--- config.mk ---
export PLATFORM = sky130hd
export DESIGN_NAME = cartridge_mapper_bank_irq_unit
export DESIGN_NICKNAME = d
export VERILOG_FILES = /design/src/design/cmbi_pkg.sv /design/src/design/cmbi_banks.sv /design/src/design/cmbi_irq.sv /design/src/design/cartridge_mapper_bank_irq_unit.sv
export SDC_FILE = /design/constraint.sdc
export NUM_CORES = 1
export LEC_CHECK = 0
export BUFFER_PORTS_ARGS = -buffer_cell sky130_fd_sc_hd__buf_2
export CORE_MARGIN = 4
export CORE_UTILIZATION = 40
export DETAILED_ROUTE_END_ITERATION = 6
export GPL_TIMING_DRIVEN = 0
export PLACE_DENSITY = 0.6
export RECOVER_POWER = 50
export SYNTH_ARGS = -nofsm -noshare
export SYNTH_HDL_FRONTEND = slang
export SYNTH_SLANG_ARGS = --single-unit
--- constraint.sdc ---
create_clock -name clk -period 5.6 [get_ports clk]
set_input_delay 0.84 -clock clk [delete_from_list [all_inputs] [get_ports clk]]
set_output_delay 0.84 -clock clk [all_outputs]
set_load 0.01 [all_outputs]
--- src/design/cmbi_pkg.sv ---
// Shared types and constants for the cartridge mapper bank and IRQ unit.
`default_nettype none
package cmbi_pkg;

	// Command codes
	localparam logic [2:0] CMD_WRITE  = 3'd0;
	localparam logic [2:0] CMD_TICK   = 3'd1;
	localparam logic [2:0] CMD_XL_PRG = 3'd2;
	localparam logic [2:0] CMD_XL_PAT = 3'd3;
	localparam logic [2:0] CMD_XL_NT  = 3'd4;

	// Register addresses
	localparam logic [15:0] ADDR_PRG0 = 16'h8000;
	localparam logic [15:0] ADDR_PRG1 = 16'h8001;
	localparam logic [15:0] ADDR_PRG2 = 16'h9000;
	localparam logic [15:0] ADDR_PAT0 = 16'hA000;
	localparam logic [15:0] ADDR_PAT1 = 16'hA001;
	localparam logic [15:0] ADDR_PAT2 = 16'hB000;
	localparam logic [15:0] ADDR_PAT3 = 16'hB001;
	localparam logic [15:0] ADDR_PAT4 = 16'hC000;
	localparam logic [15:0] ADDR_PAT5 = 16'hC001;
	localparam logic [15:0] ADDR_PAT6 = 16'hD000;
	localparam logic [15:0] ADDR_PAT7 = 16'hD001;
	localparam logic [15:0] ADDR_MIRROR = 16'hE000;
	localparam logic [15:0] ADDR_IRQ_LATCH = 16'hE001;
	localparam logic [15:0] ADDR_IRQ_CTRL = 16'hF000;
	localparam logic [15:0] ADDR_IRQ_ACK = 16'hF001;

	// Program windows (address bits 15..13)
	localparam logic [2:0] PRG_WIN_0 = 3'd4;
	localparam logic [2:0] PRG_WIN_1 = 3'd5;
	localparam logic [2:0] PRG_WIN_2 = 3'd6;
	localparam logic [2:0] PRG_WIN_FIXED = 3'd7;
	localparam logic [7:0] PRG_FIXED_BANK = 8'hFF;

	// Mirroring modes
	localparam logic [1:0] MIR_VERTICAL = 2'd0;
	localparam logic [1:0] MIR_HORIZONTAL = 2'd1;
	localparam logic [1:0] MIR_SCREEN_A = 2'd2;
	localparam logic [1:0] MIR_SCREEN_B = 2'd3;

	// IRQ counter constants
	localparam logic signed [9:0] PRESCALE_RELOAD = 10'sd341;
	localparam logic signed [9:0] PRESCALE_STEP = 10'sd3;
	localparam logic [7:0] IRQ_COUNT_MAX = 8'hFF;

	localparam int MAP_W = 21;

	// Decoded operation of the item being executed
	typedef struct packed {
		logic wr;
		logic tick;
		logic xl_prg;
		logic xl_pat;
		logic xl_nt;
	} cmbi_op_t;

endpackage
`default_nettype wire

--- src/design/cmbi_banks.sv ---
// Bank and mirroring registers with program, pattern and nametable translation.
`default_nettype none
module cmbi_banks (
	input  wire logic                   clk,
	input  wire logic                   arst_n,
	input  wire cmbi_pkg::cmbi_op_t     op,
	input  wire logic [15:0]            address,
	input  wire logic [7:0]             write_data,
	output logic [cmbi_pkg::MAP_W-1:0]  mapped
);
	import cmbi_pkg::*;

	logic [7:0] prg_bank_q [3];
	logic [7:0] pat_bank_q [8];
	logic [1:0] mirror_q;
	logic [7:0] prg_sel;
	logic [7:0] pat_sel;
	logic [MAP_W-1:0] prg_addr;
	logic [MAP_W-1:0] pat_addr;
	logic [MAP_W-1:0] nt_addr;

	// Register writes at exact addresses
	always_ff @(posedge clk or negedge arst_n) begin
		if (!arst_n) begin
			for (int i = 0; i < 3; i++) prg_bank_q[i] <= '0;
			for (int i = 0; i < 8; i++) pat_bank_q[i] <= '0;
			mirror_q <= MIR_VERTICAL;
		end else if (op.wr) begin
			unique case (address)
				ADDR_PRG0: prg_bank_q[0] <= write_data;
				ADDR_PRG1: prg_bank_q[1] <= write_data;
				ADDR_PRG2: prg_bank_q[2] <= write_data;
				ADDR_PAT0: pat_bank_q[0] <= write_data;
				ADDR_PAT1: pat_bank_q[1] <= write_data;
				ADDR_PAT2: pat_bank_q[2] <= write_data;
				ADDR_PAT3: pat_bank_q[3] <= write_data;
				ADDR_PAT4: pat_bank_q[4] <= write_data;
				ADDR_PAT5: pat_bank_q[5] <= write_data;
				ADDR_PAT6: pat_bank_q[6] <= write_data;
				ADDR_PAT7: pat_bank_q[7] <= write_data;
				ADDR_MIRROR: mirror_q <= write_data[1:0];
				default: ;
			endcase
		end
	end

	// Program window select; lower half of the map selects bank number 0
	always_comb begin
		unique case (address[15:13])
			PRG_WIN_0:     prg_sel = prg_bank_q[0];
			PRG_WIN_1:     prg_sel = prg_bank_q[1];
			PRG_WIN_2:     prg_sel = prg_bank_q[2];
			PRG_WIN_FIXED: prg_sel = PRG_FIXED_BANK;
			default:       prg_sel = '0;
		endcase
	end

	assign prg_addr = {prg_sel, address[12:0]};
	assign pat_sel  = pat_bank_q[address[12:10]];
	assign pat_addr = {3'b000, pat_sel, address[9:0]};

	// Nametable mirroring
	always_comb begin
		unique case (mirror_q)
			MIR_VERTICAL:   nt_addr = {10'd0, address[10], address[9:0]};
			MIR_HORIZONTAL: nt_addr = {10'd0, address[11], address[9:0]};
			MIR_SCREEN_A:   nt_addr = {10'd0, 1'b0, address[9:0]};
			MIR_SCREEN_B:   nt_addr = {10'd0, 1'b1, address[9:0]};
			default:        nt_addr = '0;
		endcase
	end

	// Result select; zero for non-translate items
	always_comb begin
		if (op.xl_prg) begin
			mapped = prg_addr;
		end else if (op.xl_pat) begin
			mapped = pat_addr;
		end else if (op.xl_nt) begin
			mapped = nt_addr;
		end else begin
			mapped = '0;
		end
	end

endmodule
`default_nettype wire

--- src/design/cmbi_irq.sv ---
// IRQ latch, control, prescaler and counter; gives the IRQ level after each item.
`default_nettype none
module cmbi_irq (
	input  wire logic               clk,
	input  wire logic               arst_n,
	input  wire cmbi_pkg::cmbi_op_t op,
	input  wire logic [15:0]        address,
	input  wire logic [7:0]         write_data,
	output logic                    pending_next
);
	import cmbi_pkg::*;

	logic [7:0]        latch_q;
	logic              cycle_mode_q;
	logic              enabled_q;
	logic              enable_ack_q;
	logic [7:0]        count_q;
	logic signed [9:0] presc_q;
	logic              pending_q;

	logic signed [9:0] presc_dec;
	logic              step;
	logic [7:0]        count_step;
	logic              wrap;

	// Prescaler and step decision for a tick
	assign presc_dec  = presc_q - PRESCALE_STEP;
	assign step       = op.tick && enabled_q && (cycle_mode_q || (presc_dec <= 10'sd0));
	assign wrap       = (count_q == IRQ_COUNT_MAX);
	assign count_step = wrap ? latch_q : count_q + 8'd1;

	// Level seen after this item has taken effect
	always_comb begin
		pending_next = pending_q;
		if (op.wr && (address == ADDR_IRQ_CTRL || address == ADDR_IRQ_ACK)) begin
			pending_next = 1'b0;
		end else if (step && wrap) begin
			pending_next = 1'b1;
		end
	end

	always_ff @(posedge clk or negedge arst_n) begin
		if (!arst_n) begin
			latch_q      <= '0;
			cycle_mode_q <= 1'b0;
			enabled_q    <= 1'b0;
			enable_ack_q <= 1'b0;
			count_q      <= '0;
			presc_q      <= '0;
			pending_q    <= 1'b0;
		end else begin
			pending_q <= pending_next;
			if (op.wr) begin
				unique case (address)
					ADDR_IRQ_LATCH: latch_q <= write_data;
					ADDR_IRQ_CTRL: begin
						cycle_mode_q <= write_data[2];
						enabled_q    <= write_data[1];
						enable_ack_q <= write_data[0];
						if (write_data[1]) begin
							count_q <= latch_q;
							presc_q <= PRESCALE_RELOAD;
						end
					end
					ADDR_IRQ_ACK: enabled_q <= enable_ack_q;
					default: ;
				endcase
			end else if (op.tick && enabled_q) begin
				if (!cycle_mode_q) begin
					presc_q <= (presc_dec <= 10'sd0) ? presc_dec + PRESCALE_RELOAD : presc_dec;
				end
				if (step) begin
					count_q <= count_step;
				end
			end
		end
	end

endmodule
`default_nettype wire

--- src/design/cartridge_mapper_bank_irq_unit.sv ---
// Top level of the cartridge mapper: input stage, command decode, result register.
//
// Usage:
//   Input channel (in_valid/in_ready) carries one command item: command,
//   address and write_data. Commands are register write, CPU-cycle tick,
//   and program, pattern or nametable address translate.
//   Output channel (out_valid/out_ready) returns one result item for every
//   command: mapped_address (zero for non-translate commands) and irq_line,
//   the IRQ level after the command took effect.
//   Flow: an accepted item is held in the input register and executes once
//   the output register is free, loading its result there; out_valid then rises.
//   Throughput: one item per clock while out_ready is high. Bank registers
//   and the IRQ counter update in the execute cycle; the next item sees
//   them at once. Stall: while out_ready is low and a result waits, one
//   more item is held in the input register; in_ready then drops until the
//   result is taken. Reset: arst_n clears all bank, mirroring and IRQ state
//   and empties both the input stage and the output register.
`default_nettype none
module cartridge_mapper_bank_irq_unit (
	input  wire logic                          clk,
	input  wire logic                          arst_n,
	input  wire logic                          in_valid,
	output logic                               in_ready,
	input  wire logic [2:0]                    command,
	input  wire logic [15:0]                   address,
	input  wire logic [7:0]                    write_data,
	output logic                               out_valid,
	input  wire logic                          out_ready,
	output logic [cmbi_pkg::MAP_W-1:0]         mapped_address,
	output logic                               irq_line
);
	import cmbi_pkg::*;

	logic              valid_s1;
	logic [2:0]        cmd_s1;
	logic [15:0]       addr_s1;
	logic [7:0]        data_s1;
	logic              out_valid_q;
	logic [MAP_W-1:0]  mapped_q;
	logic              irq_q;
	logic              out_free;
	logic              fire;
	cmbi_op_t          op;
	logic [MAP_W-1:0]  mapped;
	logic              pending_next;

	// Handshake: execute when the result register can take the result
	assign out_free = !out_valid_q || out_ready;
	assign fire     = valid_s1 && out_free;
	assign in_ready = !valid_s1 || out_free;

	// Input register
	always_ff @(posedge clk or negedge arst_n) begin
		if (!arst_n) begin
			valid_s1 <= 1'b0;
			cmd_s1   <= '0;
			addr_s1  <= '0;
			data_s1  <= '0;
		end else if (in_ready) begin
			valid_s1 <= in_valid;
			cmd_s1   <= command;
			addr_s1  <= address;
			data_s1  <= write_data;
		end
	end

	// Command decode, gated by execute
	always_comb begin
		op = '0;
		if (fire) begin
			unique case (cmd_s1)
				CMD_WRITE:  op.wr     = 1'b1;
				CMD_TICK:   op.tick   = 1'b1;
				CMD_XL_PRG: op.xl_prg = 1'b1;
				CMD_XL_PAT: op.xl_pat = 1'b1;
				CMD_XL_NT:  op.xl_nt  = 1'b1;
				default: ;
			endcase
		end
	end

	cmbi_banks u_banks (
		.clk        (clk),
		.arst_n     (arst_n),
		.op         (op),
		.address    (addr_s1),
		.write_data (data_s1),
		.mapped     (mapped)
	);

	cmbi_irq u_irq (
		.clk          (clk),
		.arst_n       (arst_n),
		.op           (op),
		.address      (addr_s1),
		.write_data   (data_s1),
		.pending_next (pending_next)
	);

	// Result register
	always_ff @(posedge clk or negedge arst_n) begin
		if (!arst_n) begin
			out_valid_q <= 1'b0;
			mapped_q    <= '0;
			irq_q       <= 1'b0;
		end else if (out_free) begin
			out_valid_q <= fire;
			if (fire) begin
				mapped_q <= mapped;
				irq_q    <= pending_next;
			end
		end
	end

	assign out_valid      = out_valid_q;
	assign mapped_address = mapped_q;
	assign irq_line       = irq_q;

endmodule
`default_nettype wire
==> out/qor.yml <==
synthesis:
  netlist_instances: 643
  synthTopCellsByArea: "dfrtp_1 54%, mux2_2 19%, mux4_2 4.5%"
  ys_ff_latch: 171
  ys_warn_count: 0
  yosys.area.top_type: "dfrtp_1"
  synth_nets: 677
  avgSynthCellArea_sq_um: 12.4
  synth_top_area_share_pct: 53.6
  seq_area_frac_synth_pct: 53.6
  synth_edf_count: 0
  netlist_area_sq_um: 7980
  synth.distinct_cells: 58
  ys.flop_type: "dfrtp_1"
  async_flop_share_pct: 100
floorplanning:
  die_w_um: 149
  die_height_um: 149
  core_sq_um: 19500
  io_pins: 55
  num_rows: 51
  dieArea_sq_um: 22300
  initial_core_util_pct: 40.9
clock_network:
  ctsHoldBuffers: 0
  cts_root_buffer: "clkbuf_16"
  cts_setup_buffers: 0
  cts.sinks: 171
  cts_tree: "built"
  cts-htree-levels: 4
  worstSkewPairLatency_ns: 0.42
  cts.repair.resized: 0
  path_clk_slew_ns: 0.07
  clock_tree.buffer_depth: 2
  numCtsBuffers: 17
outcome:
  violations: "max-capacitance violations, max-slew violations"
  outcome: "complete, but fails checks"
worst_setup_path:
  critPathBufInv: 1
  critical_path_required_ns: 5.38
  crit_start: "arst_n"
  worst-r2r-setup-slack_ns: 2.23
  path_cells: "clkbuf_1"
  path_class: "in2async"
  critical-path-slowest-cell: "clkbuf_1"
  cp-endpoint: "u_irq.latch_q[1]"
  crit_fanout: 60
  r2r_cells: 6
  arrival_ns: 3.19
  timing.rr.start: "cmd_s1[0]"
  rr_endpoint: "u_banks.pat_bank_q[29]"
  worstSetupPathDepth: 1
  start_kind: "primary input"
  critPathTopFamily: "buffers and inverters"
  critPathMaxStageDelay_ns: 2.30
  critPathCaptureType: "async pin"
timing:
  maxSlewHeadroom_pct: -122
  finClkSkew_ns: 0.00668
  fin_setup_tns_ns: 0
  drv_slew: 60
  setup_violations: 0
  fin_crit_ns: 3.40
  max_slew.worst_pin.slew_ns: 3.32
  rsz0062_at_grt: "false"
  clock.fmax_ghz: 0.294
  period_share_pct: 60.8
  finalHoldViolations: 0
finish:
  layout-drive-gt1-share_pct: 34.1
  n_fill_cell: 1767
  area_delta_synth_final_pct: 15.6
  insertedDiodeCount: 0
  fin_nets: 751
  fin_area_sq_um: 9220
min_path:
  min-delay-start: "mapped_address[10]"
  hp-class: "reg2reg"
drt:
  ant_nets: 0
  drc: 0
  via_count: 5436
  routed_wl_um: 18900
  wl_per_cell_um: 19.0
  routed_via_density: 5.46
  drt_iter0_drc: 297
  first_pass_iters: 5
power:
  ir_worst_vdd_uv: 218
  power_leakage_nw: 4.38
  p_per_area_nw_per_um2: 297
place:
  port_buffers: 54
  place_congestion: 0.873
  post_dp_cell_area_sq_um: 8620
  dp_hpwl_um: 13400
global_routing:
  gr-total-overflow: 0
  grt_use_total_pct: 17.6
  grt_max_degree: 113
  grt_pass1_wl_um: 30700
  grt_pass1_vias: 5737
  antenna_found_initial: 0
run:
  maxCapViolCount: 1
[Yosys cell counts (3+ instances only)]
master and count:
a21oi_1 25, a221o_1 7, a22o_1 10, a31oi_1 4, and3_1 5, and4_1 3
buf_2 4, buf_6 3, clkbuf_1 29, dfrtp_1 171, ha_1 3, inv_1 11
mux2_2 136, mux2i_1 4, mux4_2 16, nand2_1 52, nand2b_1 8, nand3_1 11
nor2_1 29, nor3_1 10, nor4_1 7, o21ai_0 25, o22ai_1 9, o31ai_1 4
or2_2 3, or3_1 4, or4_1 3, xnor2_1 6, xor2_1 4
[routing by layer]
layer / GRT usage [%] / vias up / part of all wire [%]
met5: 0 / - / 0
met2: 28.6 / 130 / 48
met1: 24.4 / 2788 / 47
li1: - / 2511 / -
met4: 3.75 / 0 / 0.57
met3: 4.07 / 7 / 4.7
[layout make-up]
| cell class | instances | area (sq um) | area share [%] |
|---|---|---|---|
| clock inverter | 15 | 191 | 2.08 |
| timing repair buffer | 55 | 293 | 3.18 |
| inverter | 11 | 41.3 | 0.448 |
| buffer | 38 | 174 | 1.89 |
| sequential | 171 | 4280 | 46.4 |
| multi-input combinational | 423 | 3490 | 37.8 |
| clock buffer | 17 | 425 | 4.61 |
| tap | 265 | 332 | 3.60 |
[worst min-delay path by stage]
stage,end,slack (ns),depth (start not counted)
5_1_grt,u_banks.prg_bank_q[23],0.52,1
3_5_place_dp,mapped_address[10],0.48,2
6_report,mapped_address[10],0.49,2
3_3_place_gp,mapped_address[18],0.47,2
2_1_floorplan,u_irq.pending_q,0.45,2
4_1_cts,addr_s1[4],0.35,1
[logic make-up (layout without fill, tap and decap cells)]
family | Yosys count | in the layout | share of synthesized area (%)
multiplexers | 156 | 156 | 24.2
AND/OR/NAND/NOR | 150 | 150 | 9.38
AO/OA/AOI/OAI | 104 | 104 | 8.53
adder cells (fa/ha/maj) | 3 | 3 | 0.470
flip-flops | 171 | 171 | 53.6
XOR/XNOR | 10 | 10 | 1.10
buffers and inverters | 49 | 136 | 2.70
[stage by stage]
step	instances	setup WS (ns)	power, W	util (%)	hold slack, ns
3_3_place_gp	962	1.14	0.00154	44.0	0.465
4_1_cts	995	2.24	0.00277	47.3	0.348
6_report	995	2.20	0.00274	47.2	0.487
3_5_place_dp	963	1.84	0.00155	44.1	0.482
5_1_grt	995	1.55	0.00285	47.2	0.518
2_1_floorplan	643	2.75	0.00144	-	0.450
[report_power, final]
part	switching, W	internal, W
Clock	0.000509	0.000710
Combinational	0.000144	0.0000778
Sequential	0.0000304	0.00127
[cell usage in the layout (no fill, tap or decap), types with 4 or more instances in the layout]
cell type,n
o22ai_1,9
xor2_1,4
clkbuf_16,17
o31ai_1,4
nand2b_1,8
mux2i_1,4
a221o_1,7
nor2_1,29
nor3_1,10
a21oi_1,25
clkinv_4,4
a31oi_1,4
o21ai_0,25
xnor2_1,6
clkinvlp_4,5
and3_1,5
clkbuf_1,33
buf_2,54
dfrtp_1,171
or3_1,4
a22o_1,10
nand2_1,52
nor4_1,7
inv_1,11
mux4_2,16
nand3_1,11
mux2_2,136
[flip-flops by register name (all words and copies together) (netlist names), 2 cells and up]
signal and cells:
u_banks.pat_bank_q 64, u_banks.prg_bank_q 24, mapped_address 21, addr_s1 16
u_irq.presc_q 10, data_s1 8, u_irq.count_q 8, u_irq.latch_q 8
cmd_s1 3, u_banks.mirror_q 2
[worst reg2reg max path: cells and delay by family, from the launching register on]
| family | cells | cell delay (ns) |
|---|---|---|
| buf+inv | 1 | 0.17 |
| mux | 1 | 0.45 |
| simple gates | 4 | 2.27 |
| flops | 1 | 0.37 |
No activity file was read; power rests on OpenSTA's default activity.
